==> src/sv/dtd_pkg.sv <==
// Shared types, register indexes and the LED code table for the DTMF tone decision block.
package dtd_pkg;

  localparam int ROW_LANES = 4;
  localparam int COL_LANES = 3;
  localparam int LANES     = ROW_LANES + COL_LANES;

  // Configuration port
  localparam int CFG_IDX_W  = 2;
  localparam int CFG_DATA_W = 8;
  localparam logic [CFG_IDX_W-1:0] CFG_FRAME_LENGTH   = 2'd0;
  localparam logic [CFG_IDX_W-1:0] CFG_RATIO_QUARTERS = 2'd1;

  localparam logic [7:0] FRAME_LENGTH_RST   = 8'd32;
  localparam logic [5:0] RATIO_QUARTERS_RST = 6'd10;

  localparam logic [3:0] SYM_NONE = 4'd0;
  localparam logic [3:0] LED_NONE = 4'd15;

  // Per-lane control strobes from the sequencer
  typedef struct packed {
    logic upd;    // item accepted: fold sample into the peak
    logic close;  // this item closes the envelope frame
    logic cmp;    // evaluate the dominance test
  } lane_ctl_t;

  // LED code of a key symbol, first LED as msb
  function automatic logic [3:0] led_code(input logic [3:0] sym);
    logic [3:0] led;
    case (sym)
      4'd1, 4'd2, 4'd3, 4'd4, 4'd5,
      4'd6, 4'd7, 4'd8, 4'd9: led = sym;
      4'd10:   led = 4'd12;
      4'd11:   led = 4'd0;
      4'd12:   led = 4'd13;
      default: led = LED_NONE;
    endcase
    return led;
  endfunction

endpackage

==> src/sv/dtmf_tone_decision_core.sv <==
// Top level of the DTMF tone decision block: sequencer, seven tone lanes and output register.
//
// Usage:
//   Input channel (in_valid/in_ready) carries one item of seven band samples,
//   four row bands and three column bands, signed SAMPLE_WIDTH bits each.
//   Result channel (out_valid/out_ready) returns one item per input item:
//   the key symbol (0 = none), its LED code and a frame-closed flag.
//   Configuration: cfg_we with cfg_index 0 writes frame_length, index 1
//   writes ratio_quarters; other indexes are ignored. Write only when idle.
// Pipeline and flow:
//   The lane peak/envelope update lands at the accepting edge, then the
//   per-lane ratio multiply and compare is registered, then the merge
//   loads the output register. One item is in flight at a time and in_ready
//   returns the cycle after the merge, so a new item is taken only once the
//   last one has left the merge step.
// Reset (rst_n, synchronous, active low) clears peaks, amplitudes, the frame
//   counter and restores frame_length = 32 and ratio_quarters = 10.
// Stall: a result waits in the output register while out_ready is low; the
//   next item may still be taken and worked on, and it holds in the merge
//   step until the register frees up.
module dtmf_tone_decision_core #(
  parameter int SAMPLE_WIDTH = 16
) (
  input  logic                                 clk,
  input  logic                                 rst_n,
  input  logic                                 in_valid,
  output logic                                 in_ready,
  input  logic signed [SAMPLE_WIDTH-1:0]       in_row_tone_0,
  input  logic signed [SAMPLE_WIDTH-1:0]       in_row_tone_1,
  input  logic signed [SAMPLE_WIDTH-1:0]       in_row_tone_2,
  input  logic signed [SAMPLE_WIDTH-1:0]       in_row_tone_3,
  input  logic signed [SAMPLE_WIDTH-1:0]       in_col_tone_0,
  input  logic signed [SAMPLE_WIDTH-1:0]       in_col_tone_1,
  input  logic signed [SAMPLE_WIDTH-1:0]       in_col_tone_2,
  output logic                                 out_valid,
  input  logic                                 out_ready,
  output logic [3:0]                           out_symbol,
  output logic [3:0]                           out_led_pattern,
  output logic                                 out_frame_closed,
  input  logic                                 cfg_we,
  input  logic [dtd_pkg::CFG_IDX_W-1:0]        cfg_index,
  input  logic [dtd_pkg::CFG_DATA_W-1:0]       cfg_wdata
);
  import dtd_pkg::*;

  localparam int W = SAMPLE_WIDTH;

  localparam logic [1:0] S_IDLE = 2'd0;
  localparam logic [1:0] S_CMP  = 2'd1;
  localparam logic [1:0] S_MRG  = 2'd2;

  logic [1:0] state_r, state_nxt;
  logic [7:0] frame_length_r, frame_length_nxt;
  logic [5:0] ratio_r, ratio_nxt;
  logic [7:0] cnt_r, cnt_nxt;
  logic [8:0] cnt_inc;
  logic       close;
  logic       closed_r, closed_nxt;
  logic       in_fire, out_load;
  logic       out_valid_r, out_valid_nxt;
  logic [3:0] out_symbol_r, out_symbol_nxt;
  logic [3:0] out_led_r, out_led_nxt;
  logic       out_closed_r, out_closed_nxt;

  logic signed [W-1:0] samp [LANES];
  logic [W-1:0]        amp [LANES];
  logic [W+1:0]        others [LANES];
  logic [W+1:0]        row_sum, col_sum;
  logic [LANES-1:0]    dom;
  lane_ctl_t           ctl;
  logic [3:0]          mrg_symbol, mrg_led;

  assign samp[0] = in_row_tone_0;
  assign samp[1] = in_row_tone_1;
  assign samp[2] = in_row_tone_2;
  assign samp[3] = in_row_tone_3;
  assign samp[4] = in_col_tone_0;
  assign samp[5] = in_col_tone_1;
  assign samp[6] = in_col_tone_2;

  assign in_ready = (state_r == S_IDLE);
  assign in_fire  = in_valid && in_ready;
  assign out_load = (state_r == S_MRG) && (!out_valid_r || out_ready);

  // Configuration registers
  always_comb begin
    frame_length_nxt = frame_length_r;
    ratio_nxt        = ratio_r;
    if (cfg_we) begin
      case (cfg_index)
        CFG_FRAME_LENGTH:   frame_length_nxt = cfg_wdata;
        CFG_RATIO_QUARTERS: ratio_nxt        = cfg_wdata[5:0];
        default: ;
      endcase
    end
  end

  // Frame counter; a 9-bit increment lets a frame run 256 samples
  assign cnt_inc = {1'b0, cnt_r} + 9'd1;
  assign close   = cnt_inc > {1'b0, frame_length_r};

  always_comb begin
    cnt_nxt    = cnt_r;
    closed_nxt = closed_r;
    if (in_fire) begin
      cnt_nxt    = close ? 8'd0 : cnt_inc[7:0];
      closed_nxt = close;
    end
  end

  // Sequencer
  always_comb begin
    state_nxt = state_r;
    case (state_r)
      S_IDLE:  if (in_fire) state_nxt = S_CMP;
      S_CMP:   state_nxt = S_MRG;
      S_MRG:   if (out_load) state_nxt = S_IDLE;
      default: state_nxt = S_IDLE;
    endcase
  end

  assign ctl.upd   = in_fire;
  assign ctl.close = close;
  assign ctl.cmp   = (state_r == S_CMP);

  // Group sums for the "others" term of each lane
  assign row_sum = (W+2)'(amp[0]) + (W+2)'(amp[1]) + (W+2)'(amp[2]) + (W+2)'(amp[3]);
  assign col_sum = (W+2)'(amp[4]) + (W+2)'(amp[5]) + (W+2)'(amp[6]);

  for (genvar g = 0; g < LANES; g++) begin : g_lane
    if (g < ROW_LANES) begin : g_row
      assign others[g] = row_sum - (W+2)'(amp[g]);
    end else begin : g_col
      assign others[g] = col_sum - (W+2)'(amp[g]);
    end

    dtd_lane #(.W(W)) u_lane (
      .clk    (clk),
      .rst_n  (rst_n),
      .ctl    (ctl),
      .sample (samp[g]),
      .ratio  (ratio_r),
      .others (others[g]),
      .amp    (amp[g]),
      .dom    (dom[g])
    );
  end

  dtd_merge u_merge (
    .dom_row (dom[ROW_LANES-1:0]),
    .dom_col (dom[LANES-1:ROW_LANES]),
    .symbol  (mrg_symbol),
    .led     (mrg_led)
  );

  // Output register
  always_comb begin
    out_valid_nxt  = out_valid_r;
    out_symbol_nxt = out_symbol_r;
    out_led_nxt    = out_led_r;
    out_closed_nxt = out_closed_r;
    if (out_valid_r && out_ready) out_valid_nxt = 1'b0;
    if (out_load) begin
      out_valid_nxt  = 1'b1;
      out_symbol_nxt = mrg_symbol;
      out_led_nxt    = mrg_led;
      out_closed_nxt = closed_r;
    end
  end

  always_ff @(posedge clk) begin
    if (!rst_n) begin
      state_r        <= S_IDLE;
      frame_length_r <= FRAME_LENGTH_RST;
      ratio_r        <= RATIO_QUARTERS_RST;
      cnt_r          <= 8'd0;
      out_valid_r    <= 1'b0;
    end else begin
      state_r        <= state_nxt;
      frame_length_r <= frame_length_nxt;
      ratio_r        <= ratio_nxt;
      cnt_r          <= cnt_nxt;
      out_valid_r    <= out_valid_nxt;
    end
  end

  always_ff @(posedge clk) begin
    closed_r     <= closed_nxt;
    out_symbol_r <= out_symbol_nxt;
    out_led_r    <= out_led_nxt;
    out_closed_r <= out_closed_nxt;
  end

  assign out_valid        = out_valid_r;
  assign out_symbol       = out_symbol_r;
  assign out_led_pattern  = out_led_r;
  assign out_frame_closed = out_closed_r;

`ifndef SYNTH
  // An accepted item always moves on to the compare step
  a_fire_to_cmp: assert property (@(posedge clk) disable iff (!rst_n)
    in_fire |=> state_r == S_CMP)
    else $error("accepted item did not enter compare step");

  // A closing item restarts the frame counter
  a_close_clears: assert property (@(posedge clk) disable iff (!rst_n)
    (in_fire && close) |=> cnt_r == 8'd0)
    else $error("frame counter not cleared on frame close");

  // A new result appears only out of the merge step
  a_out_from_merge: assert property (@(posedge clk) disable iff (!rst_n)
    $rose(out_valid_r) |-> $past(state_r) == S_MRG)
    else $error("result raised outside merge step");

  // Symbol and LED code agree
  a_led_matches: assert property (@(posedge clk) disable iff (!rst_n)
    out_valid_r |-> (out_led_r == led_code(out_symbol_r)) && (out_symbol_r <= 4'd12))
    else $error("LED code does not match symbol");
`endif

endmodule

==> src/sv/dtd_lane.sv <==
// One tone lane: peak tracker, envelope amplitude and dominance compare.
module dtd_lane #(
  parameter int W = 16
) (
  input  logic                clk,
  input  logic                rst_n,
  input  dtd_pkg::lane_ctl_t  ctl,
  input  logic signed [W-1:0] sample,
  input  logic [5:0]          ratio,
  input  logic [W+1:0]        others,
  output logic [W-1:0]        amp,
  output logic                dom
);
  import dtd_pkg::*;

  logic [W-1:0] mag;
  logic [W-1:0] peak_max;
  logic [W:0]   amp_sum;
  logic [W-1:0] peak_r, peak_nxt;
  logic [W-1:0] amp_r, amp_nxt;
  logic [W+7:0] lhs, rhs;
  logic         dom_r, dom_nxt;

  // Magnitude; the most negative code maps to 2^(W-1), which fits unsigned
  assign mag      = sample[W-1] ? (~sample + 1'b1) : sample;
  assign peak_max = (mag > peak_r) ? mag : peak_r;
  assign amp_sum  = {1'b0, peak_max} + {1'b0, amp_r};

  // Peak and envelope update
  always_comb begin
    peak_nxt = peak_r;
    amp_nxt  = amp_r;
    if (ctl.upd) begin
      if (ctl.close) begin
        amp_nxt  = amp_sum[W:1];
        peak_nxt = '0;
      end else begin
        peak_nxt = peak_max;
      end
    end
  end

  // Dominance: 4*A > ratio * (sum of the other lanes of the group)
  assign lhs     = {6'd0, amp_r, 2'b00};
  assign rhs     = (W+8)'(ratio) * (W+8)'(others);
  assign dom_nxt = ctl.cmp ? (lhs > rhs) : dom_r;

  always_ff @(posedge clk) begin
    if (!rst_n) begin
      peak_r <= '0;
      amp_r  <= '0;
      dom_r  <= 1'b0;
    end else begin
      peak_r <= peak_nxt;
      amp_r  <= amp_nxt;
      dom_r  <= dom_nxt;
    end
  end

  assign amp = amp_r;
  assign dom = dom_r;

endmodule

==> src/sv/dtd_merge.sv <==
// Merging stage: picks the first dominant row and column and forms the key and LED code.
module dtd_merge (
  input  logic [dtd_pkg::ROW_LANES-1:0] dom_row,
  input  logic [dtd_pkg::COL_LANES-1:0] dom_col,
  output logic [3:0]                    symbol,
  output logic [3:0]                    led
);
  import dtd_pkg::*;

  logic [2:0] row;
  logic [1:0] col;
  logic [3:0] base;

  // Priority pick: lowest-numbered dominant band wins
  always_comb begin
    row = 3'd0;
    for (int i = ROW_LANES - 1; i >= 0; i--) begin
      if (dom_row[i]) row = 3'(i + 1);
    end
    col = 2'd0;
    for (int j = COL_LANES - 1; j >= 0; j--) begin
      if (dom_col[j]) col = 2'(j + 1);
    end
  end

  // Key number col + 3*(row-1)
  always_comb begin
    case (row)
      3'd1:    base = 4'd0;
      3'd2:    base = 4'd3;
      3'd3:    base = 4'd6;
      3'd4:    base = 4'd9;
      default: base = 4'd0;
    endcase
    if (row != 3'd0 && col != 2'd0) begin
      symbol = base + {2'b00, col};
    end else begin
      symbol = SYM_NONE;
    end
  end

  assign led = led_code(symbol);

endmodule
==> config.mk <==
export PLATFORM = sky130hd
export DESIGN_NAME = dtmf_tone_decision_core
export DESIGN_NICKNAME = d
export VERILOG_FILES = /design/src/sv/dtd_pkg.sv /design/src/sv/dtmf_tone_decision_core.sv /design/src/sv/dtd_lane.sv /design/src/sv/dtd_merge.sv
export SDC_FILE = /design/constraint.sdc
export NUM_CORES = 2
export LEC_CHECK = 0
export BUFFER_PORTS_ARGS = -buffer_cell sky130_fd_sc_hd__buf_2
export CELL_PAD_IN_SITES_DETAIL_PLACEMENT = 1
export CELL_PAD_IN_SITES_GLOBAL_PLACEMENT = 1
export CORE_UTILIZATION = 50
export DETAILED_ROUTE_END_ITERATION = 16
export PLACE_DENSITY = 0.89
export SYNTH_ARGS = -nofsm -noshare
export SYNTH_HDL_FRONTEND = slang
export SYNTH_SLANG_ARGS = --single-unit
==> constraint.sdc <==
create_clock -name clk -period 12.5 [get_ports clk]
set_input_delay 1.25 -clock clk [delete_from_list [all_inputs] [get_ports clk]]
set_output_delay 1.25 -clock clk [all_outputs]
set_load 0.1 [all_outputs]
==> results by group <==
Setup path
  • Worst reg2reg path endpoint: g_lane[0].u_lane.dom
  • WP data required: 13010 ps
  • Depth of the worst register-to-register path: 42
  • Worst R2R Start: g_lane[2].u_lane.amp[1]
  • CP most frequent cell: fa_1
  • Startpoint Class: register
  • Crit-path max FO: 7
  • WS Path Type: reg2reg
  • Critical path's slowest cell: fa_1
  • Critical Path AT: 11290 ps
  • Max incr delay on CP: slightly below 600 ps
  • CP Capture Type: register
  • R2R setup slack: 1710 ps

Layout
  • Area growth from synthesis to layout: 5.96%
  • Fin area: roughly 56000 µm²
  • Antenna diodes: 0
  • Filler cells: 13.0k
  • Layout cell share with drive strength beyond 1: 0.0458
  • Nets: 8100

Pwr
  • Total power: 9810 µW
  • PwrDens: between 150 and 200 nW/µm²
  • Internal power: 4590 µW
  • Sw Pwr: 5220 µW
  • Leak Pwr: between 0.02 and 0.03 µW
  • Seq pwr share: 0.097
  • Share of total power in the clock network: 0.117
  • Switching Fraction: 0.532
  • Gate power share: 0.787
  • Worst VDD drop: 0.000118 V

Yosys
  • Synthesized-area fraction occupied by xor and xnor cells: 0.0624
  • Distinct cells, synth: between 90 and 100
  • Mapped cell area: 52800 µm²
  • Ys flop type: dfxtp_1
  • Simple-Gate Fraction of Synth Area: 0.211
  • Synthesized area per cell: 7.83 µm²
  • Synth Instances: 6735
  • Synthesized Nets: 8096
  • Post-synth EDFFs: 10
  • Combinational family with the most area after synthesis: adder cells
  • Synth Area in Adders: 0.366
  • Multiplexer share of the synthesized area: 0.00607
  • Yosys warns: 0
  • Post-synthesis register bit count: ~270
  • Seq/Total Area, Yosys: 0.103
  • Ys async rst share: 0
  • Synth Area in Compound Gates: 0.171

Die
  • Initial Util: 0.507
  • # rows: 118
  • Io pins: 138
  • Die width: 327 µm
  • Vert. Die Dim: about 330 µm
  • Total core area: roughly 100000 µm²
  • Die area: 107000 µm²

CTS
  • Post-CTS setup repair buffer count: 0
  • Clock Tree Root: clkbuf_16
  • Clock Sinks: 266
  • Maximum clock insertion buffer count: 3
  • H-tree level count: 2
  • Post-CTS sizing: 0
  • Number of CTS-inserted buffers: 36
  • Cts hold-fix bufs: 0
  • Worst skew pair latency: 640 ps
  • CTS tree: built
  • Worst-path clk slew: 70 ps

Hold path
  • Worst hold start: closed_r
  • Hold worst-path end: out_frame_closed
  • Hold WC Path Type: reg2reg
  • Hold Path Depth: 0

Run status
  • Outcome: finished clean

Place
  • Port Buffer Count: about 140
  • Placed Area: around 55000 µm²
  • GP Congestion: 0.946
  • Final HPWL DP: approximately 140000 µm

GRT
  • Antenna violations before repair: 4
  • Total track usage: 0.326
  • Vias in the first global route: 53.3k
  • First-pass GRT wire length: 283000 µm
  • Grt ovf: 0
  • Largest net degree at the start of global routing: 92

STA
  • Slew @ Worst Pin: 1070 ps
  • Slew Limit Fails: 0
  • Setup violations, final: 0
  • Fmax: 92.7 MHz
  • Period minus WS final: 10790 ps
  • Clock skew: 51.9 ps
  • Rel. slew slack: 0.286
  • RSZ-0062 raised after global routing: false
  • Fin crit share: 0.863
  • Hold Vio Cnt, Final: 0
  • TNS Setup: 0 ps

Run
  • Max Cap Viol: 0

Route
  • Final WL: 175000 µm
  • Drt wl/cell: between 20 and 25 µm
  • DR iter-0 viols: approximately 3.2k
  • Iteration count of the initial detailed-routing pass: 5
  • Via count: 49.3k
  • Residual DRC: 0
  • ANT nets after route: 0
  • Number of vias per cell: a little over 6
[how the worst max path moves through the flow]
stage                                  from                   end  slack [ps]  depth (start not counted)
global placement    g_lane[2].u_lane.amp[1]  g_lane[0].u_lane.dom        2450                         42
floorplan           g_lane[2].u_lane.amp[1]  g_lane[0].u_lane.dom        3500                         41
global route        g_lane[2].u_lane.amp[1]  g_lane[0].u_lane.dom         990                         43
CTS                 g_lane[2].u_lane.amp[1]  g_lane[0].u_lane.dom        1860                         42
detailed placement  g_lane[2].u_lane.amp[1]  g_lane[0].u_lane.dom        1900                         42
finish              g_lane[2].u_lane.amp[1]  g_lane[0].u_lane.dom        1710                         42
[cells in the final DEF, fill, tap and decap left out, types with 31 or more instances in the layout]
cell type and count:
xnor2_1 258, nand4_1 54, o31ai_1 46, nor2_1 362
nor3_1 93, xor2_1 116, or3_1 32, and2_1 331
nor2b_1 121, a21o_1 140, o21ai_0 329, a211oi_1 56
a31oi_1 33, mux2i_1 32, nand2_1 836, ha_1 715
o21bai_1 42, inv_1 910, a22oi_1 57, buf_2 137
and3_1 55, nand2b_1 98, fa_1 519, nand3_1 161
o21a_1 50, clkbuf_16 36, a21oi_1 433, dfxtp_1 250
buf_4 31, o211ai_1 32
[logic make-up (layout without fill, tap and decap cells)]
| logic type | Yosys count | after routing |
|---|---|---|
| compound gates | 1433 | 1433 |
| xor+xnor | 375 | 375 |
| mux | 32 | 32 |
| flops | 266 | 266 |
| simple gates | 2280 | 2280 |
| buf+inv | 1115 | 1144 |
| fa+ha+maj | 1234 | 1234 |
[state kept, by name (all words and copies together) (netlist names)]
register and flops:
out_frame_closed 1, g_lane.u_lane.dom 7, state_r 2, closed_r 1
g_lane.u_lane.peak_r 112, out_valid 1, cnt_r 8, frame_length_r 8
ratio_r 6, g_lane.u_lane.amp 112, out_led_pattern 4, out_symbol 4
[synth_stat cells, types with 13 or more instances]
library cell    n  area (µm²)
and3_1         55         344
dfxtp_1       256        5120
nor4_1         21         131
nand2b_1       98         613
o31ai_1        46         345
a21boi_0       16         120
or2_2          23         144
and4_1         13         114
buf_2          18        90.1
and2_1        331        2070
inv_1         910        3420
o21ai_0       329        1650
nand3_1       161         806
o211ai_1       32         240
o21ai_1        28         140
or3_1          32         200
o21a_1         50         375
a21oi_1       433        2170
nor3_1         93         465
xor2_1        116        1020
nor2_1        364        1370
xnor2_1       258        2260
mux2i_1        32         320
nor2b_1       121         757
nand3b_1       28         210
ha_1          715        8950
o2111ai_1      14         123
a21o_1        140        1050
nand2_1       838        3150
fa_1          519       10400
a31oi_1        33         206
a22oi_1        57         428
o21bai_1       42         315
a211oi_1       56         420
clkbuf_1      173         649
o41ai_1        19         166
nand4_1        54         338
[routing by layer]
metal,up-vias,global-route usage,part of all wire
met2,1585,0.528,0.45
met4,6,0.107,0.031
met3,406,0.0543,0.074
met5,-,0,0.00023
li1,22600,-,-
met1,24700,0.440,0.44
[cell type report]
type	instances	area, µm²	share of cell area
Timing Repair Buffer	168	918	0.0164
Clock buffer	48	1010	0.0180
Sequential cell	266	5450	0.0974
Clock inverter	15	220	0.00394
Tap cell	1380	1730	0.0309
Inverter	913	3430	0.0614
Multi-Input combinational cell	5354	43200	0.772
[through the flow]
step	utilization	setup slack, ps	std cells	hold WS, ps
floorplan	-	3500	6735	400
global placement	0.525	2450	8081	412
detailed placement	0.525	1900	8081	414
CTS	0.537	1860	8144	435
global route	0.537	993	8144	449
finish	0.537	1710	8144	434
[power by group through the flow]
stage / Combinational (µW) / Sequential [µW] / Clock (µW)
5_1_grt: 8670 / 951 / 1180
6_report: 7720 / 948 / 1140
3_3_place_gp: 7060 / 960 / 0
2_1_floorplan: 5620 / 937 / 0
4_1_cts: 7660 / 945 / 1160
3_5_place_dp: 7560 / 963 / 0
[worst max-delay path, delay by kind of cell, from the launching register on]
kind	cells	cell delay, ps
buffers and inverters	5	430
DFF	1	480
AOI/OAI and AO/OA	17	4030
muxes	1	100
adders and majority gates	10	4020
xor gates and xnor gates	1	170
and+or+nand+nor	8	1490
(Power assumes the default switching activity.)
